--- src/design/dckv_pkg.sv ---
// ----------------------------------------------------------------------------
// Dual-contact key velocity scan: shared types and constants
// Word layouts of both channels, key phase codes, event codes, register
// indexes and the velocity curve constants.
// ----------------------------------------------------------------------------
package dckv_pkg;

	// Scan sample word.
	typedef struct packed {
		logic [31:0] event_time;
		logic [5:0]  key_index;
		logic        closed_contact;
		logic        open_contact;
	} scan_word_t;

	// Result word.
	typedef struct packed {
		logic [1:0]  event_kind;
		logic [7:0]  note_number;
		logic [6:0]  velocity;
		logic [3:0]  channel;
		logic        contact_fault;
		logic [31:0] glitch_count;
	} result_word_t;

	// Key phase codes as stored in the key table.
	localparam logic [1:0] PH_OFF          = 2'd0;
	localparam logic [1:0] PH_LEAVE_CLOSED = 2'd1;
	localparam logic [1:0] PH_ON           = 2'd2;
	localparam logic [1:0] PH_LEAVE_OPEN   = 2'd3;

	// Event kinds.
	localparam logic [1:0] EV_NONE = 2'd0;
	localparam logic [1:0] EV_ON   = 2'd1;
	localparam logic [1:0] EV_OFF  = 2'd2;

	// Configuration register indexes.
	localparam int unsigned CFG_INDEX_W = 8;
	localparam logic [CFG_INDEX_W-1:0] REG_MIDI_CHANNEL = 8'd0;
	localparam logic [CFG_INDEX_W-1:0] REG_NOTE_OFFSET  = 8'd1;
	localparam int unsigned CFG_DATA_W = 7;
	localparam logic [6:0] NOTE_OFFSET_RESET = 7'd33;

	// Velocity curve.
	localparam logic [31:0] VEL_KNEE = 32'd1000;
	localparam logic [6:0]  VEL_MAX  = 7'd127;
	localparam logic [6:0]  VEL_MIN  = 7'd1;
	localparam logic [24:0] VEL_SPAN = 25'd126;

	// Key table addressing covers the largest supported key count.
	localparam int unsigned KEY_ADDR_W = 8;

	// Output queue.
	localparam int unsigned FIFO_DEPTH = 8;
	localparam int unsigned FIFO_PTR_W = 3;
	localparam int unsigned FIFO_CNT_W = 4;

	// Key table entry: phase and the time the phase began.
	typedef struct packed {
		logic [1:0]  phase;
		logic [31:0] start;
	} key_entry_t;

	// Write-back request to the key table.
	typedef struct packed {
		logic                  en;
		logic [KEY_ADDR_W-1:0] addr;
		key_entry_t            entry;
	} kt_wr_t;

endpackage

--- src/design/dckv_key_table.sv ---
// ----------------------------------------------------------------------------
// Dual-contact key velocity scan: per-key table
// Synchronous memory of key phase and phase start time with registered read,
// per-entry valid bits for the reset value, and forwarding of a write that
// lands on the same edge as the read.
// ----------------------------------------------------------------------------
module dckv_key_table #(
	parameter int NUM_KEYS = 64
) (
	input  logic                                clk,
	input  logic                                arst_n,
	input  logic                                rd_en,
	input  logic [dckv_pkg::KEY_ADDR_W-1:0]     rd_addr,
	input  dckv_pkg::kt_wr_t                    wr,
	output dckv_pkg::key_entry_t                rd_entry
);
	import dckv_pkg::*;

	localparam int AW = (NUM_KEYS > 1) ? $clog2(NUM_KEYS) : 1;

	key_entry_t          mem [NUM_KEYS];
	logic [NUM_KEYS-1:0] valid_q;
	key_entry_t          raw_s1;
	key_entry_t          fwd_s1;
	logic                vld_s1;
	logic                hit_s1;

	always_ff @(posedge clk) begin
		if (wr.en) begin
			mem[wr.addr[AW-1:0]] <= wr.entry;
		end
		if (rd_en) begin
			raw_s1 <= mem[rd_addr[AW-1:0]];
			fwd_s1 <= wr.entry;
		end
	end

	always_ff @(posedge clk or negedge arst_n) begin
		if (!arst_n) begin
			valid_q <= '0;
			vld_s1  <= 1'b0;
			hit_s1  <= 1'b0;
		end else begin
			if (wr.en) begin
				valid_q[wr.addr[AW-1:0]] <= 1'b1;
			end
			if (rd_en) begin
				vld_s1 <= valid_q[rd_addr[AW-1:0]];
				hit_s1 <= wr.en && (wr.addr == rd_addr);
			end
		end
	end

	// A write on the read edge is not yet in the memory, so it is taken from
	// the captured copy. An entry never written reads as key off at time zero.
	always_comb begin
		priority if (hit_s1) begin
			rd_entry = fwd_s1;
		end else if (vld_s1) begin
			rd_entry = raw_s1;
		end else begin
			rd_entry = '0;
		end
	end

endmodule

--- src/design/dckv_out_fifo.sv ---
// ----------------------------------------------------------------------------
// Dual-contact key velocity scan: result queue
// Small queue in front of the result channel that absorbs the words still in
// the pipeline while the consumer stalls.
// ----------------------------------------------------------------------------
module dckv_out_fifo (
	input  logic                               clk,
	input  logic                               arst_n,
	input  logic                               push,
	input  dckv_pkg::result_word_t             push_word,
	input  logic                               result_stall,
	output logic                               result_valid,
	output dckv_pkg::result_word_t             result_word,
	output logic [dckv_pkg::FIFO_CNT_W-1:0]    count
);
	import dckv_pkg::*;

	result_word_t            buf_q [FIFO_DEPTH];
	logic [FIFO_PTR_W-1:0]   wr_ptr_q;
	logic [FIFO_PTR_W-1:0]   rd_ptr_q;
	logic [FIFO_CNT_W-1:0]   count_q;
	logic                    pop;

	assign result_valid = (count_q != '0);
	assign result_word  = buf_q[rd_ptr_q];
	assign pop          = result_valid && !result_stall;
	assign count        = count_q;

	always_ff @(posedge clk) begin
		if (push) begin
			buf_q[wr_ptr_q] <= push_word;
		end
	end

	always_ff @(posedge clk or negedge arst_n) begin
		if (!arst_n) begin
			wr_ptr_q <= '0;
			rd_ptr_q <= '0;
			count_q  <= '0;
		end else begin
			if (push) begin
				wr_ptr_q <= wr_ptr_q + 1'b1;
			end
			if (pop) begin
				rd_ptr_q <= rd_ptr_q + 1'b1;
			end
			unique case ({push, pop})
				2'b10:   count_q <= count_q + 1'b1;
				2'b01:   count_q <= count_q - 1'b1;
				default: count_q <= count_q;
			endcase
		end
	end

endmodule

--- src/design/dual_contact_key_velocity_scan.sv ---
// A result passes the stage registers and then the result queue before it is offered.
// Throughput: one scan word per cycle while scan_stall is low; the per-key table does
// one read and one write-back each cycle, with forwarding between neighboring words.
// Input stalls when the words in the pipeline plus those in the result queue reach eight.
// Reset clears the key table through per-key valid bits at once, with no
// clearing pass; registers return to channel 0 and note offset 33.
// ----------------------------------------------------------------------------
// Dual-contact key velocity scan
// Tracks the contact phase of every key, emits note-on with a velocity from
// the contact transit time, note-off, and counts contact glitches.
// ----------------------------------------------------------------------------
module dual_contact_key_velocity_scan #(
	parameter int NUM_KEYS = 64
) (
	input  logic                                   clk,
	input  logic                                   arst_n,
	input  logic                                   scan_valid,
	output logic                                   scan_stall,
	input  dckv_pkg::scan_word_t                   scan_word,
	output logic                                   result_valid,
	input  logic                                   result_stall,
	output dckv_pkg::result_word_t                 result_word,
	input  logic                                   cfg_valid,
	output logic                                   cfg_ready,
	input  logic [dckv_pkg::CFG_INDEX_W-1:0]       cfg_index,
	input  logic [dckv_pkg::CFG_DATA_W-1:0]        cfg_data
);
	import dckv_pkg::*;

	localparam logic [KEY_ADDR_W:0] KeyLimit = (KEY_ADDR_W + 1)'(NUM_KEYS);

	// Configuration.
	logic [3:0] midi_channel_q;
	logic [6:0] note_offset_q;

	assign cfg_ready = 1'b1;

	always_ff @(posedge clk or negedge arst_n) begin
		if (!arst_n) begin
			midi_channel_q <= '0;
			note_offset_q  <= NOTE_OFFSET_RESET;
		end else if (cfg_valid) begin
			unique case (cfg_index)
				REG_MIDI_CHANNEL: midi_channel_q <= cfg_data[3:0];
				REG_NOTE_OFFSET:  note_offset_q  <= cfg_data[6:0];
				default:          ;
			endcase
		end
	end

	// Stage valids and queue fill, for the input stall.
	logic                  v_s1, v_s2, v_s3;
	logic [FIFO_CNT_W-1:0] fifo_count;
	logic [FIFO_CNT_W:0]   occupancy;
	logic                  accept;

	assign occupancy  = (FIFO_CNT_W + 1)'(fifo_count) + (FIFO_CNT_W + 1)'(v_s1)
		+ (FIFO_CNT_W + 1)'(v_s2) + (FIFO_CNT_W + 1)'(v_s3);
	assign scan_stall = (occupancy >= (FIFO_CNT_W + 1)'(FIFO_DEPTH));
	assign accept     = scan_valid && !scan_stall;

	// Stage 1: table read in flight, sample captured.
	scan_word_t scan_s1;
	key_entry_t entry_s1;
	kt_wr_t     wr;

	always_ff @(posedge clk) begin
		if (accept) begin
			scan_s1 <= scan_word;
		end
	end

	dckv_key_table #(
		.NUM_KEYS(NUM_KEYS)
	) u_key_table (
		.clk      (clk),
		.arst_n   (arst_n),
		.rd_en    (accept),
		.rd_addr  (KEY_ADDR_W'(scan_word.key_index)),
		.wr       (wr),
		.rd_entry (entry_s1)
	);

	// Stage 1 logic: phase update and write-back.
	logic        in_range;
	logic [1:0]  ph;
	logic [1:0]  next_ph;
	logic        refresh;
	logic [1:0]  kind;
	logic        fault;
	logic        g_inc;
	logic [31:0] glitch_q;
	logic [31:0] glitch_next;
	logic [31:0] elapsed;
	logic [7:0]  note;

	assign in_range = ((KEY_ADDR_W + 1)'(scan_s1.key_index) < KeyLimit);
	assign ph       = entry_s1.phase;
	assign elapsed  = scan_s1.event_time - entry_s1.start;
	assign note     = 8'(scan_s1.key_index) + 8'(note_offset_q);

	always_comb begin
		next_ph = ph;
		refresh = 1'b1;
		kind    = EV_NONE;
		fault   = 1'b0;
		g_inc   = 1'b0;
		priority if (scan_s1.closed_contact && scan_s1.open_contact) begin
			g_inc   = 1'b1;
			fault   = 1'b1;
			refresh = 1'b0;
		end else if (scan_s1.closed_contact) begin
			if (ph == PH_ON || ph == PH_LEAVE_OPEN) begin
				// Closed contact straight from on is a rapid release.
				g_inc = (ph == PH_ON);
				kind  = EV_OFF;
			end
			next_ph = PH_OFF;
		end else if (scan_s1.open_contact) begin
			if (ph == PH_OFF || ph == PH_LEAVE_CLOSED) begin
				// Open contact straight from off is a rapid strike.
				g_inc = (ph == PH_OFF);
				kind  = EV_ON;
			end
			next_ph = PH_ON;
		end else begin
			priority if (ph == PH_OFF) begin
				next_ph = PH_LEAVE_CLOSED;
			end else if (ph == PH_ON) begin
				next_ph = PH_LEAVE_OPEN;
			end else begin
				refresh = 1'b0;
			end
		end
		if (!in_range) begin
			kind  = EV_NONE;
			fault = 1'b0;
			g_inc = 1'b0;
		end
	end

	assign glitch_next = glitch_q + 32'(v_s1 && g_inc);

	always_comb begin
		wr.en          = v_s1 && in_range;
		wr.addr        = KEY_ADDR_W'(scan_s1.key_index);
		wr.entry.phase = next_ph;
		wr.entry.start = refresh ? scan_s1.event_time : entry_s1.start;
	end

	// Stage 2 and 3 registers.
	result_word_t res_s2, res_s3;
	logic [31:0]  elapsed_s2;
	logic [31:0]  over_s3;
	logic         fast_s3;

	always_ff @(posedge clk) begin
		res_s2.event_kind    <= kind;
		res_s2.note_number   <= note;
		res_s2.velocity      <= '0;
		res_s2.channel       <= midi_channel_q;
		res_s2.contact_fault <= fault;
		res_s2.glitch_count  <= glitch_next;
		elapsed_s2           <= elapsed;

		res_s3  <= res_s2;
		fast_s3 <= (elapsed_s2 <= VEL_KNEE);
		over_s3 <= elapsed_s2 - VEL_KNEE;
	end

	always_ff @(posedge clk or negedge arst_n) begin
		if (!arst_n) begin
			v_s1     <= 1'b0;
			v_s2     <= 1'b0;
			v_s3     <= 1'b0;
			glitch_q <= '0;
		end else begin
			v_s1     <= accept;
			v_s2     <= v_s1;
			v_s3     <= v_s2;
			glitch_q <= glitch_next;
		end
	end

	// Stage 3: velocity from transit time beyond the knee.
	logic [24:0]  slow_sum;
	logic [6:0]   vel;
	result_word_t push_word;

	assign slow_sum = 25'(over_s3[31:10]) + 25'(over_s3[31:8]);

	always_comb begin
		priority if (fast_s3) begin
			vel = VEL_MAX;
		end else if (slow_sum >= VEL_SPAN) begin
			vel = VEL_MIN;
		end else begin
			vel = VEL_MAX - slow_sum[6:0];
		end
		push_word          = res_s3;
		push_word.velocity = (res_s3.event_kind == EV_ON) ? vel : 7'd0;
	end

	dckv_out_fifo u_out_fifo (
		.clk          (clk),
		.arst_n       (arst_n),
		.push         (v_s3),
		.push_word    (push_word),
		.result_stall (result_stall),
		.result_valid (result_valid),
		.result_word  (result_word),
		.count        (fifo_count)
	);

endmodule
--- config.mk ---
export PLATFORM = sky130hd
export DESIGN_NAME = dual_contact_key_velocity_scan
export DESIGN_NICKNAME = d
export VERILOG_FILES = /design/src/design/dckv_pkg.sv /design/src/design/dckv_key_table.sv /design/src/design/dckv_out_fifo.sv /design/src/design/dual_contact_key_velocity_scan.sv
export SDC_FILE = /design/constraint.sdc
export NUM_CORES = 2
export LEC_CHECK = 0
export ABC_AREA = 1
export ABC_CLOCK_PERIOD_IN_PS = 18600
export BUFFER_PORTS_ARGS = -buffer_cell sky130_fd_sc_hd__buf_2
export CAP_MARGIN = 20
export CORE_MARGIN = 8
export CORE_UTILIZATION = 43
export CTS_BUF_LIST = sky130_fd_sc_hd__clkbuf_8
export DETAILED_ROUTE_END_ITERATION = 10
export HOLD_SLACK_MARGIN = 0.06
export PLACE_DENSITY_LB_ADDON = 0.08
export SYNTH_ARGS = -nofsm -noshare
export SYNTH_HDL_FRONTEND = slang
export SYNTH_SLANG_ARGS = --single-unit
--- constraint.sdc ---
create_clock -name clk -period 18.6 [get_ports clk]
set_clock_uncertainty 0.1 [all_clocks]
set_input_delay 2.79 -clock clk [delete_from_list [all_inputs] [get_ports clk]]
set_output_delay 2.79 -clock clk [all_outputs]
set_load 0.02 [all_outputs]
==> metrics.md <==
| Metric | Value |
|---|---|
| Combinational power share | `21.7%` |
| # setup viols final | `0` |
| Cells after Synth | `9257` |
| Cell Pwr Density | `136 nW/um2` |
| CTS clk-pin slew, worst paths | `0.06 ns` |
| Share of the synthesized area in the top cell type | `69.3%` |
| Switching share of power | `32.6%` |
| Synth area leaders | `edfxtp_1 69%, o21ai_0 6.6%, nor2_1 6.4%` |
| Met1 global-route usage | `34.1%` |
| Initial antenna violation count | `35` |
| Sequential share of the synthesized area | `74.5%` |
| CTS root buf | `clkbuf_8` |
| Leading area contributor after synthesis | `edfxtp_1` |
| Number of synthesized flops with an enable pin | `2716` |
| Routed wire length | `378000 um` |
| Setup Fix Bufs, Post-CTS | `0` |
| Status | `finished, final reports clean` |
| Clk pwr share | `29.9%` |
| Largest net degree at the start of global routing | `164` |
| Max-slew headroom | `20.1%` |
| Row count | `192` |
| Dpl hpwl | `198000 um` |
| Congestion Overflow GR | `0` |
| CTS Buf Count | `487` |
| Clock sinks | `2989` |
| Pins Over Slew Limit | `0` |
| I/O pin cnt | `117` |
| Worst vdd ir | `99.6 uV` |
| Port bufs | `115` |
| Gr usage total | `25.0%` |
| Predominant post-synthesis flop cell | `edfxtp_1` |
| WP data required | `15.71 ns` |
| CTS tree | `yes` |
| Die Span X | `539 um` |
| Setup crit start kind | `flip-flop` |
| Fin Setup TNS | `0 ns` |
| Yosys reg bits | `2989` |
| Vias in the first global route | `75000` |
| Nets | `9622` |
| Drt first pass iters | `5` |
| Yosys warnings | `0` |
| Core Area | `273000 um2` |
| RSZ-0062 raised after global routing | `no` |
| Async set-or-reset flop fraction in the synthesized netlist | `4.08%` |
| Crit share post-route | `42.4%` |
| Final Hold Violating Endpoints | `0` |
| First-pass GRT wire length | `538000 um` |
| GRT met3 Usage | `4.10%` |
| CTS resizes | `0` |
| Tightest Hold Check Type | `flip-flop to flip-flop` |
| H-tree depth | `5` |
| Initial Util | `43.1%` |
| Number of instances in the placed design | `12600` |
| Hold buffers post-CTS | `0` |
| Share of layout cells above drive strength 1 | `11.5%` |
| CP endpoint kind | `primary output` |
| Routing usage on met2 | `41.5%` |
| Register share of total power | `48.4%` |
| WL per Instance | `28.0 um` |
| Slew @ Worst Pin | `1.20 ns` |
| Tot Pwr | `0.0180 W` |
| Die height | `539 um` |
| Die area | `291000 um2` |
| Starting DRT DRC Count | `8516` |
| R2r setup slk | `13.13 ns` |
| Number of distinct library cells after synthesis | `54` |
| DR vias | `78100` |
| DRT antenna net count | `0` |
| Busiest layer in global routing | `met2` |
| Fill cell count | `24300` |
| Fin area | `132000 um2` |
| P_sw | `0.00586 W` |
| Post-DP Area | `123000 um2` |
| Vias per cell | `5.78` |
| Static leakage | `44.6 nW` |
| Clock buffer depth | `4` |
| Type of the worst setup path | `flip-flop to primary output` |
| Worst-Skew Late Latency | `1.08 ns` |
| Drc violations | `0` |
| Mean post-synth cell area | `12.7 um2` |
| Layout area overhead | `12.4%` |
| GP Congestion | `0.818` |
| Minimum clock period | `7.88 ns` |
| Crit path arrival time | `4.99 ns` |
| Layout Cells excl Fill | `13500` |
| Mapped Area | `118000 um2` |
| Pint | `0.0121 W` |
| Peak fanout along the critical path | `81` |
| Synthesized Nets | `9391` |
| Max Fclk | `127 MHz` |
| Total of max-cap violations | `0` |
## placed cells by master (no fill, tap or decap), drive strengths merged, types with 5 or more instances in the layout
| cell | n |
|---|---|
| edfxtp | 2716 |
| nor2 | 2014 |
| o21ai | 1673 |
| o22ai | 728 |
| clkbuf | 522 |
| nand2 | 422 |
| inv | 373 |
| buf | 323 |
| clkinv | 175 |
| dfxtp | 151 |
| a21oi | 140 |
| dfrtp | 120 |
| nand3 | 83 |
| or2 | 72 |
| ha | 68 |
| a31oi | 57 |
| xor2 | 45 |
| a22oi | 31 |
| xnor2 | 30 |
| nand4 | 24 |
| diode | 19 |
| nor3 | 19 |
| o32ai | 19 |
| o31ai | 13 |
| bufinv | 12 |
| o21bai | 11 |
| o211ai | 8 |
| nand3b | 6 |
| fa | 6 |
| nor4 | 5 |
## sequential cells by signal, indices dropped and copies added (netlist names), 3 cells and up
signal	flops
u_out_fifo.count	4
u_key_table.raw_s1	34
note_offset_q	7
u_out_fifo.wr_ptr_q	3
over_s3	24
u_key_table.fwd_s1	34
u_out_fifo.rd_ptr_q	3
midi_channel_q	4
scan_s1	40
elapsed_s2	32
glitch_q	32
u_out_fifo.buf_q	432
u_key_table.valid_q	64
res_s2	47
u_key_table.mem	2176
push_word	47
## metrics by stage
| stage | hold WS (ns) | util, % | setup slack, ns |
|---|---|---|---|
| after floorplan | 0.210 | - | 10.26 |
| after global placement | 0.211 | 45.1 | 10.44 |
| after detailed placement | 0.212 | 45.1 | 10.38 |
| after CTS | 0.208 | 48.4 | 10.59 |
| after global routing | 0.213 | 48.4 | 10.45 |
| final | 0.224 | 48.5 | 10.72 |
## synthesized netlist by cell type, types with 82 or more instances
cell type	instances
a21oi_1	140
buf_2	144
clkbuf_1	391
dfrtp_1	120
dfxtp_1	151
edfxtp_1	2716
inv_1	174
nand2_1	421
nand3_1	82
nor2_1	2006
o21ai_0	1544
o21ai_1	128
o22ai_1	728
## cell type report
class                           instances  area, um2  share of cell area [%]
Antenna cell                           19       47.5                  0.0360
Clock buffer                          521       7170                    5.42
Clock inverter                        383       1950                    1.48
Inverter                              180        713                   0.539
Multi-Input combinational cell       5506      27800                    21.1
Sequential cell                      2989      87600                    66.3
Tap cell                             3589       4490                    3.40
Timing Repair Buffer                  324       2380                    1.80
## critical path, cell delays in order, from the launching register on
cell	delay, ns
dfrtp_4	1.00
buf_4	0.73
buf_4	0.72
o21ai_0	0.22
o22ai_1	0.20
nor2_1	0.06
a31oi_1	0.47
buf_2	0.27
## worst paths after layout
check	to	cells after the start	start
min in group asynchronous	u_out_fifo.count[2]	1	arst_n
worst max register to register	glitch_q[28]	18	u_key_table.vld_s1
worst min register to register	push_word[11]	0	res_s2[11]
worst max-delay path	result_word[43]	7	u_out_fifo.rd_ptr_q[0]
max in group asynchronous	u_key_table.valid_q[49]	2	arst_n
worst min-delay path	push_word[11]	0	res_s2[11]
## power by group through the flow
stage	logic (W)	clock network (W)	registers [W]
final	0.00390	0.00537	0.00869
after global routing	0.00427	0.00578	0.00872
after CTS	0.00393	0.00549	0.00869
after detailed placement	0.00392	0	0.00882
after global placement	0.00386	0	0.00882
after floorplan	0.00230	0	0.00873
## routing by layer
metal | wire [um] | vias up
li1 | - | 34600
met2 | 180000 | 3208
met4 | 10600 | 10
met3 | 27800 | 580
met1 | 159000 | 39700
met5 | 84 | -
## logic make-up after synthesis
group | Yosys count | share of synthesized area, %
mux | 4 | 0.0383
other cells | 1 | 0.00319
fa+ha+maj | 74 | 0.825
xor+xnor | 75 | 0.558
buf+inv | 762 | 2.69
simple gates | 2651 | 8.84
flops | 2989 | 74.5
compound gates | 2701 | 12.6
(Power assumes the default switching activity.)
